### src/rtl/core/casefold_wildcard_substring_match_assert.svh
// Assertion macros shared by the matcher RTL.
// Each macro expects clk and rst_n to be visible where it is used.
`ifndef CASEFOLD_WILDCARD_SUBSTRING_MATCH_ASSERT_SVH
`define CASEFOLD_WILDCARD_SUBSTRING_MATCH_ASSERT_SVH

// Same-cycle implication, checked only outside reset.
`define CWSM_ASSERT_IMPLIES(lbl, ante, cons) \
    lbl: assert property (@(posedge clk) disable iff (!rst_n) (ante) |-> (cons)) \
        else $error("same-cycle implication failed");

// Next-cycle implication, checked only outside reset.
`define CWSM_ASSERT_NEXT(lbl, ante, cons) \
    lbl: assert property (@(posedge clk) disable iff (!rst_n) (ante) |=> (cons)) \
        else $error("next-cycle implication failed");

`endif

### src/rtl/core/cwsm_pkg.sv
// Package for the case-folding wildcard substring matcher.
// Holds widths, character codes, register indexes, stream state types and helpers.
// Depends on nothing.
package cwsm_pkg;

    localparam int MAX_PATTERN = 16;
    localparam int POS_W       = MAX_PATTERN + 1;
    localparam int LEN_W       = 5;
    localparam int PAT_W       = 8 * MAX_PATTERN;
    localparam int CFG_IDX_W   = 2;
    localparam int CFG_DATA_W  = 64;

    localparam logic [CFG_IDX_W-1:0] REG_PATTERN_LENGTH = 2'd0;
    localparam logic [CFG_IDX_W-1:0] REG_PATTERN_LOW    = 2'd1;
    localparam logic [CFG_IDX_W-1:0] REG_PATTERN_HIGH   = 2'd2;

    localparam logic [7:0] CH_STAR    = 8'h2A;
    localparam logic [7:0] CH_QUEST   = 8'h3F;
    localparam logic [7:0] CH_UPPER_A = 8'h41;
    localparam logic [7:0] CH_UPPER_Z = 8'h5A;
    localparam logic [7:0] CASE_BIT   = 8'h20;

    typedef struct packed {
        logic [POS_W-1:0] active;
        logic [POS_W-1:0] pend0;
        logic [POS_W-1:0] pend1;
        logic [POS_W-1:0] pend2;
        logic [1:0]       cont_left;
        logic             sticky;
    } stream_state_t;

    typedef struct packed {
        logic [LEN_W-1:0] len;
        logic [PAT_W-1:0] bytes;
    } pattern_cfg_t;

    localparam stream_state_t STREAM_RESET = '{
        active:    POS_W'(1),
        pend0:     '0,
        pend1:     '0,
        pend2:     '0,
        cont_left: 2'd0,
        sticky:    1'b0
    };

    function automatic logic [7:0] fold_byte(input logic [7:0] b);
        return (b >= CH_UPPER_A && b <= CH_UPPER_Z) ? (b | CASE_BIT) : b;
    endfunction

    // Bytes that follow a lead byte in the same UTF-8 character.
    function automatic logic [1:0] char_extra(input logic [7:0] b);
        logic [1:0] e;
        e = 2'd0;
        if (b >= 8'hC0 && b <= 8'hDF) e = 2'd1;
        else if (b >= 8'hE0 && b <= 8'hEF) e = 2'd2;
        else if (b >= 8'hF0 && b <= 8'hF7) e = 2'd3;
        return e;
    endfunction

    // Every live star position also makes the following position live.
    // Runs of stars are resolved with a log-depth prefix network.
    function automatic logic [POS_W-1:0] star_close(input logic [POS_W-1:0] set,
                                                    input logic [MAX_PATTERN-1:0] star);
        logic [POS_W-1:0] g;
        logic [POS_W-1:0] p;
        logic [POS_W-1:0] gn;
        logic [POS_W-1:0] pn;
        g = set;
        p = {star, 1'b0};
        for (int k = 1; k < POS_W; k = k * 2)
        begin
            gn = g;
            pn = p;
            for (int i = k; i < POS_W; i++)
            begin
                gn[i] = g[i] | (p[i] & g[i-k]);
                pn[i] = p[i] & p[i-k];
            end
            g = gn;
            p = pn;
        end
        return g;
    endfunction

endpackage

### src/rtl/core/cwsm_step.sv
// Next-state logic of the matcher for one text transaction.
// Uses cwsm_pkg for the state type, character codes and the star closure.
module cwsm_step (
    input  cwsm_pkg::stream_state_t state_cur,
    input  cwsm_pkg::pattern_cfg_t  pattern,
    input  logic [7:0]              text_byte,
    input  logic                    byte_valid,
    input  logic                    last_byte,
    output cwsm_pkg::stream_state_t state_next,
    output logic                    found
);
    import cwsm_pkg::*;

    logic [LEN_W-1:0]       n;
    logic [MAX_PATTERN-1:0] is_star;
    logic [MAX_PATTERN-1:0] is_quest;
    logic [MAX_PATTERN-1:0] is_hit;
    logic [7:0]             pb;
    logic [7:0]             folded;
    logic [1:0]             extra;
    logic [POS_W-1:0]       s0;
    logic [POS_W-1:0]       s1;
    logic [POS_W-1:0]       s2;
    logic [POS_W-1:0]       s3;
    logic [POS_W-1:0]       jump;
    logic [POS_W-1:0]       nxt;
    stream_state_t          after;
    stream_state_t          taken;

    assign n      = (pattern.len > LEN_W'(MAX_PATTERN)) ? LEN_W'(MAX_PATTERN) : pattern.len;
    assign folded = fold_byte(text_byte);
    assign extra  = char_extra(text_byte);

    always_comb
    begin
        for (int p = 0; p < MAX_PATTERN; p++)
        begin
            pb          = pattern.bytes[8*p +: 8];
            is_star[p]  = (LEN_W'(p) < n) && (pb == CH_STAR);
            is_quest[p] = (LEN_W'(p) < n) && (pb == CH_QUEST);
            is_hit[p]   = (LEN_W'(p) < n) && (pb != CH_STAR) && (pb != CH_QUEST)
                          && (fold_byte(pb) == folded);
        end
    end

    always_comb
    begin
        // A new match may start only on a character boundary.
        s0 = state_cur.active | ((state_cur.cont_left == 2'd0) ? POS_W'(1) : '0);
        s1 = star_close(s0, is_star);

        // Stars stay on their position, question marks advance one position;
        // both complete only when the current character ends.
        jump = ({1'b0, s1[MAX_PATTERN-1:0] & is_star})
             | ({s1[MAX_PATTERN-1:0] & is_quest, 1'b0});

        nxt = {s1[MAX_PATTERN-1:0] & is_hit, 1'b0} | state_cur.pend0
            | ((extra == 2'd0) ? jump : '0);
        s2  = star_close(nxt, is_star);

        after.active    = s2;
        after.pend0     = state_cur.pend1 | ((extra == 2'd1) ? jump : '0);
        after.pend1     = state_cur.pend2 | ((extra == 2'd2) ? jump : '0);
        after.pend2     = (extra == 2'd3) ? jump : '0;
        after.cont_left = (state_cur.cont_left == 2'd0) ? extra : state_cur.cont_left - 2'd1;
        after.sticky    = state_cur.sticky | s1[n] | s2[n];

        taken = byte_valid ? after : state_cur;

        // At the text end any unfinished character step counts as complete.
        s3    = star_close(taken.active | taken.pend0 | taken.pend1 | taken.pend2, is_star);
        found = taken.sticky | s3[n];

        state_next = last_byte ? STREAM_RESET : taken;
    end

endmodule

### src/rtl/core/casefold_wildcard_substring_match.sv
// Top level of the case-folding wildcard substring matcher.
// Depends on cwsm_pkg, cwsm_step and the assertion macro header.
//
// Usage:
// The text channel (text_valid, text_stall) carries one transaction per text
// byte with text_byte, byte_valid and last_byte. A transaction with byte_valid
// low consumes no byte; with last_byte high it still ends the text, so a lone
// such transaction searches an empty text.
// The result channel (result_valid, result_stall) carries one transaction,
// found, for each text transaction that has last_byte high, and none otherwise.
// The configuration channel (cfg_valid, cfg_ready, cfg_index, cfg_data) writes
// pattern_length (index 0), pattern bytes 0..7 (index 1) and 8..15 (index 2);
// cfg_ready is always high. Writes must be made while no text is in flight;
// the block itself does not enforce this. A text byte is registered in the input
// register on acceptance; processing a last byte there loads found and raises
// result_valid. Throughput: one byte per cycle while text_stall is low; the
// live-position set is updated by one pass of comparators and star-closure
// prefix logic between the input register and the state register.
// Reset clears the pattern to empty and the stream state to its start.
// When the receiver stalls, the result is held; further bytes keep flowing
// until a second last byte reaches the input register, which then stalls the
// text channel until the pending result is taken.
module casefold_wildcard_substring_match (
    input  logic                               clk,
    input  logic                               rst_n,
    input  logic                               text_valid,
    output logic                               text_stall,
    input  logic [7:0]                         text_byte,
    input  logic                               byte_valid,
    input  logic                               last_byte,
    output logic                               result_valid,
    input  logic                               result_stall,
    output logic                               found,
    input  logic                               cfg_valid,
    output logic                               cfg_ready,
    input  logic [cwsm_pkg::CFG_IDX_W-1:0]     cfg_index,
    input  logic [cwsm_pkg::CFG_DATA_W-1:0]    cfg_data
);
    import cwsm_pkg::*;

    // Configuration registers.
    pattern_cfg_t  pattern_reg;

    // Input register stage.
    logic          in_valid_reg;
    logic [7:0]    in_byte_reg;
    logic          in_bv_reg;
    logic          in_last_reg;

    // Stream state and result register.
    stream_state_t state_reg;
    logic          out_valid_reg;
    logic          out_found_reg;

    stream_state_t state_next;
    logic          step_found;
    logic          out_free;
    logic          process;
    logic          text_end;
    logic          text_accept;

    assign cfg_ready = 1'b1;

    // A byte without last_byte only updates the state and can always proceed;
    // a last byte also needs the result register to be free or emptying.
    assign out_free    = !out_valid_reg || !result_stall;
    assign process     = in_valid_reg && (!in_last_reg || out_free);
    assign text_end    = process && in_last_reg;
    assign text_stall  = in_valid_reg && !process;
    assign text_accept = text_valid && !text_stall;

    assign result_valid = out_valid_reg;
    assign found        = out_found_reg;

    cwsm_step u_step (
        .state_cur  (state_reg),
        .pattern    (pattern_reg),
        .text_byte  (in_byte_reg),
        .byte_valid (in_bv_reg),
        .last_byte  (in_last_reg),
        .state_next (state_next),
        .found      (step_found)
    );

    always_ff @(posedge clk or negedge rst_n)
    begin
        if (!rst_n)
        begin
            pattern_reg <= '0;
        end
        else if (cfg_valid && cfg_ready)
        begin
            unique case (cfg_index)
                REG_PATTERN_LENGTH: pattern_reg.len <= cfg_data[LEN_W-1:0];
                REG_PATTERN_LOW:    pattern_reg.bytes[CFG_DATA_W-1:0] <= cfg_data;
                REG_PATTERN_HIGH:   pattern_reg.bytes[PAT_W-1:CFG_DATA_W] <= cfg_data;
                default:            ;
            endcase
        end
    end

    always_ff @(posedge clk or negedge rst_n)
    begin
        if (!rst_n)
        begin
            in_valid_reg  <= 1'b0;
            state_reg     <= STREAM_RESET;
            out_valid_reg <= 1'b0;
        end
        else
        begin
            in_valid_reg <= text_stall ? 1'b1 : text_valid;
            if (process)
            begin
                state_reg <= state_next;
            end
            if (text_end)
            begin
                out_valid_reg <= 1'b1;
            end
            else if (out_valid_reg && !result_stall)
            begin
                out_valid_reg <= 1'b0;
            end
        end
    end

    // Payload registers carry no reset.
    always_ff @(posedge clk)
    begin
        if (text_accept)
        begin
            in_byte_reg <= text_byte;
            in_bv_reg   <= byte_valid;
            in_last_reg <= last_byte;
        end
        if (text_end)
        begin
            out_found_reg <= step_found;
        end
    end

`include "casefold_wildcard_substring_match_assert.svh"

    // The text channel only stalls while a byte waits in the input register.
    `CWSM_ASSERT_IMPLIES(a_stall_needs_pending, text_stall, in_valid_reg)

    // A last byte never overwrites a result that the receiver has not taken.
    `CWSM_ASSERT_IMPLIES(a_last_waits, in_valid_reg && in_last_reg && !out_free, text_stall)

    // After a text ends, the stream state is back at its start.
    `CWSM_ASSERT_NEXT(a_stream_cleared, text_end, state_reg == STREAM_RESET)

    // An empty pattern matches every text.
    `CWSM_ASSERT_NEXT(a_empty_matches, text_end && pattern_reg.len == '0, result_valid && found)

endmodule

### config.mk
export PLATFORM = sky130hd
export DESIGN_NAME = casefold_wildcard_substring_match
export DESIGN_NICKNAME = d
export VERILOG_FILES = /design/src/rtl/core/cwsm_pkg.sv /design/src/rtl/core/cwsm_step.sv /design/src/rtl/core/casefold_wildcard_substring_match.sv
export VERILOG_INCLUDE_DIRS = /design/src /design/src/rtl/core
export SDC_FILE = /design/constraint.sdc
export NUM_CORES = 1
export LEC_CHECK = 0
export ABC_CLOCK_PERIOD_IN_PS = 10800
export BUFFER_PORTS_ARGS = -buffer_cell sky130_fd_sc_hd__buf_2
export CAP_MARGIN = 30
export CORE_MARGIN = 2
export CORE_UTILIZATION = 35
export DETAILED_ROUTE_END_ITERATION = 16
export PLACE_DENSITY_LB_ADDON = 0.3
export SETUP_SLACK_MARGIN = 0.1
export SLEW_MARGIN = 20
export SYNTH_ARGS = -nofsm -noshare
export SYNTH_HDL_FRONTEND = slang
export SYNTH_SLANG_ARGS = --single-unit
export TNS_END_PERCENT = 1
### constraint.sdc
create_clock -name clk -period 10.8 [get_ports clk]
set_input_delay 1.08 -clock clk [delete_from_list [all_inputs] [get_ports clk]]
set_output_delay 1.08 -clock clk [all_outputs]
set_load 0.01 [all_outputs]
==> run summary <==
status: finished clean
Worst Max-Slew Pin Slew: 0.995 ns
syn avg cell area: 9.15 µm²
Seq cells post-synth: 217
I/O pins: 85
First-pass DRT Iterations: 6
Die Y-Extent: 208 µm
via count: 13600
register area: 0.00549 mm²
All-Layer GR Usage: 24.3%
CP Cell Sequence: buf_4 -> or4_1 -> nor3_1 -> nor3_4 -> buf_4 -> xor2_1 -> a211oi_2 -> o211ai_1 -> a211o_1 -> a221oi_2 -> a21oi_1 -> nand2b_1 -> a221oi_1 -> a21oi_1 -> a32o_1 -> nor4_2 -> a2bb2oi_1
Post-synth ARST share: 94.9%
worst IR drop on VDD: 115 µV
post-cts resize count: 0
worst-path cell with the longest stage delay: or4_1
power density over the cells: 155 mW/mm²
TritonCTS clock tree: yes
MaxCap Viol Count: 0
Worst Path Required: 11.10 ns
global-route wire length before repair: 81.7 mm
Final Non-Filler Cells: 2196
hold path start: state_reg[34]
slack of the critical path: 5.15 ns
Detailed Place HPWL: 39.4 mm
multi-input logic area: 0.00856 mm²
final net count: 1728
DIE WIDTH: 208 µm
placed cell area: 0.0155 mm²
Post-CTS Setup Bufs: 0
worst-path fanout max: 23
Setup violations, final: 0
total power: 2.54 mW
layout cell share with drive strength beyond 1: 20.5%
EDFF count, synth: 11
Mapped Nets: 1665
Max H-tree Level: 1
CP Data Arrival Time: 5.94 ns
Root Driver: clkbuf_16
GPL Wtd Cong: 0.979
family with the most delay on the worst path: compound AO/OA/AOI/OAI gates
vias in the first global route: 13000
RR Startpoint: in_byte_reg[4]
area of the die: 0.0431 mm²
fillcell total: 4080
Buf+Inv Stages, Crit Path: 2
CP endpoint: found
largest net degree at the start of global routing: 75
Worst path max stage delay: 0.53 ns
Post-CTS Hold Fix Bufs: 0
CORE AREA: 0.0408 mm²
crit path kind: reg -> reg
vias per cell: 6.18
setup slack, reg-to-reg: 5.15 ns
Period minus WS final: 5.65 ns
Max Clk Rate: 0.177 GHz
number of flip-flops in the largest register: 133
Remaining Overflow, GRT: 0
Relative slew margins: 32.0%
Post-synth top flop: dfrtp_1
final wirelength: 53.6 mm
synth unique cells: 96
unrepaired setup endpoints after global routing: false
worst hold path class: reg -> reg
Leakage Power: 6.46 nW
routed len/inst: 24.4 µm
worst reg2reg path depth: 17
clk_skew: 0.0260 ns
Worst path depth: 17
DR DRC count: 0
final instance area: 0.0164 mm²
Cell Area, Synth: 0.0145 mm²
I/O Buffers: 83
initial core utilization: 35.5%
pins over their slew limit: 0
clock buffer depth: 3
area grow syn2layout: 13.3%
initial antenna violation count: 0
CTS clk-pin slew, worst paths: 0.07 ns
post-place setup slack: 5.19 ns
FP Rows: 74
critical path startpoint: in_byte_reg[4]
DRT antenna net count: 0
Synth Instances: 1584
clk sinks: 217
CP endpoint kind: flip-flop
reg-to-reg endpoint: found
number of DRC markers in iteration 0: 1495
worst skew pair latency: 0.56 ns
# diodes: 0
Inserted Clock Buffers: 25
final period utilization: 52.3%
Hold Vio Cnt, Final: 0
Yosys warning count: 0
register area share after synthesis: 37.8%
placed cells: 2147
setup TNS: 0 ns
crit start category: flip-flop
-- report_power, final --
group	internal, mW	switching [mW]	total (mW)	leakage [nW]
sequential	0.922	0.166	1.09	2.69
combinational	0.257	0.317	0.574	3.36
clock	0.516	0.362	0.878	0.407
total	1.70	0.845	2.54	6.46
-- synth_stat cells, types with 12 or more instances --
library cell	count	area, µm²
or3_1	27	169
nand4_1	35	219
o21ai_0	97	485
a21oi_1	104	521
a21o_1	25	188
a22oi_1	19	143
dfrtp_1	205	5130
xor2_1	52	455
o211ai_1	17	128
a211oi_1	16	120
mux2_2	131	1480
nor2_1	99	372
xnor2_1	73	639
clkbuf_1	68	255
nand2_1	134	503
and2_1	13	81.3
and3_1	15	93.8
inv_1	31	116
a31oi_1	23	144
nor4_1	20	125
a22o_1	12	105
nor3_1	50	250
nand3_1	51	255
-- worst min-delay path: cells and delay by family, from the launching register on --
family,cells,cell delay [ns]
and+or+nand+nor,2,0.11
DFF,1,0.36
-- placed cells by master, fill, tap and decap left out, types with 51 or more instances in the layout --
master / count
nor2_1: 99
mux2_2: 131
nand3_1: 51
a21oi_1: 104
xnor2_1: 73
nand2_1: 134
o21ai_0: 96
buf_2: 83
xor2_1: 52
dfrtp_1: 205
-- worst min-delay path by stage --
stage                     to  slack, ns  cells past startpoint
2_1_floorplan  state_reg[35]       0.45                      2
3_3_place_gp    state_reg[6]       0.48                      2
3_5_place_dp   state_reg[34]       0.49                      2
4_1_cts        state_reg[34]       0.50                      2
5_1_grt        state_reg[20]       0.55                      2
6_report       state_reg[34]       0.50                      2
-- cell type report --
cell class | instances | share of cell area, %
multi-input cells | 1249 | 52.1
repair buffers | 123 | 4.67
inverters | 31 | 0.708
flip-flops and latches | 217 | 33.4
clock inverters | 14 | 0.975
well taps | 532 | 4.05
clock buffers | 30 | 4.11
-- cells by family (layout without fill, tap and decap cells) --
family	Yosys count	in the layout	share of synthesized area (%)
multiplexers	135	135	10.5
AND/OR/NAND/NOR	505	505	17.6
flip-flops	217	217	37.8
XOR/XNOR	125	125	7.55
buffers and inverters	118	198	3.25
AO/OA/AOI/OAI	483	483	23.2
other	1	1	0.0259
-- metrics by stage --
| stage | hold slack [ns] | util, % |
|---|---|---|
| 2_1_floorplan | 0.448 | - |
| 3_3_place_gp | 0.479 | 38.0 |
| 3_5_place_dp | 0.488 | 38.0 |
| 4_1_cts | 0.504 | 40.0 |
| 5_1_grt | 0.545 | 40.2 |
| 6_report | 0.501 | 40.2 |
-- metal layers --
layer  track usage, %  vias up  share of wire (%)
li1                 -     6112                  -
met1             34.4     6726                 44
met2             36.9      626                 44
met3             4.80      110                8.3
met4             8.67        0                3.3
met5                0        -                  0
(Power assumes the default switching activity.)
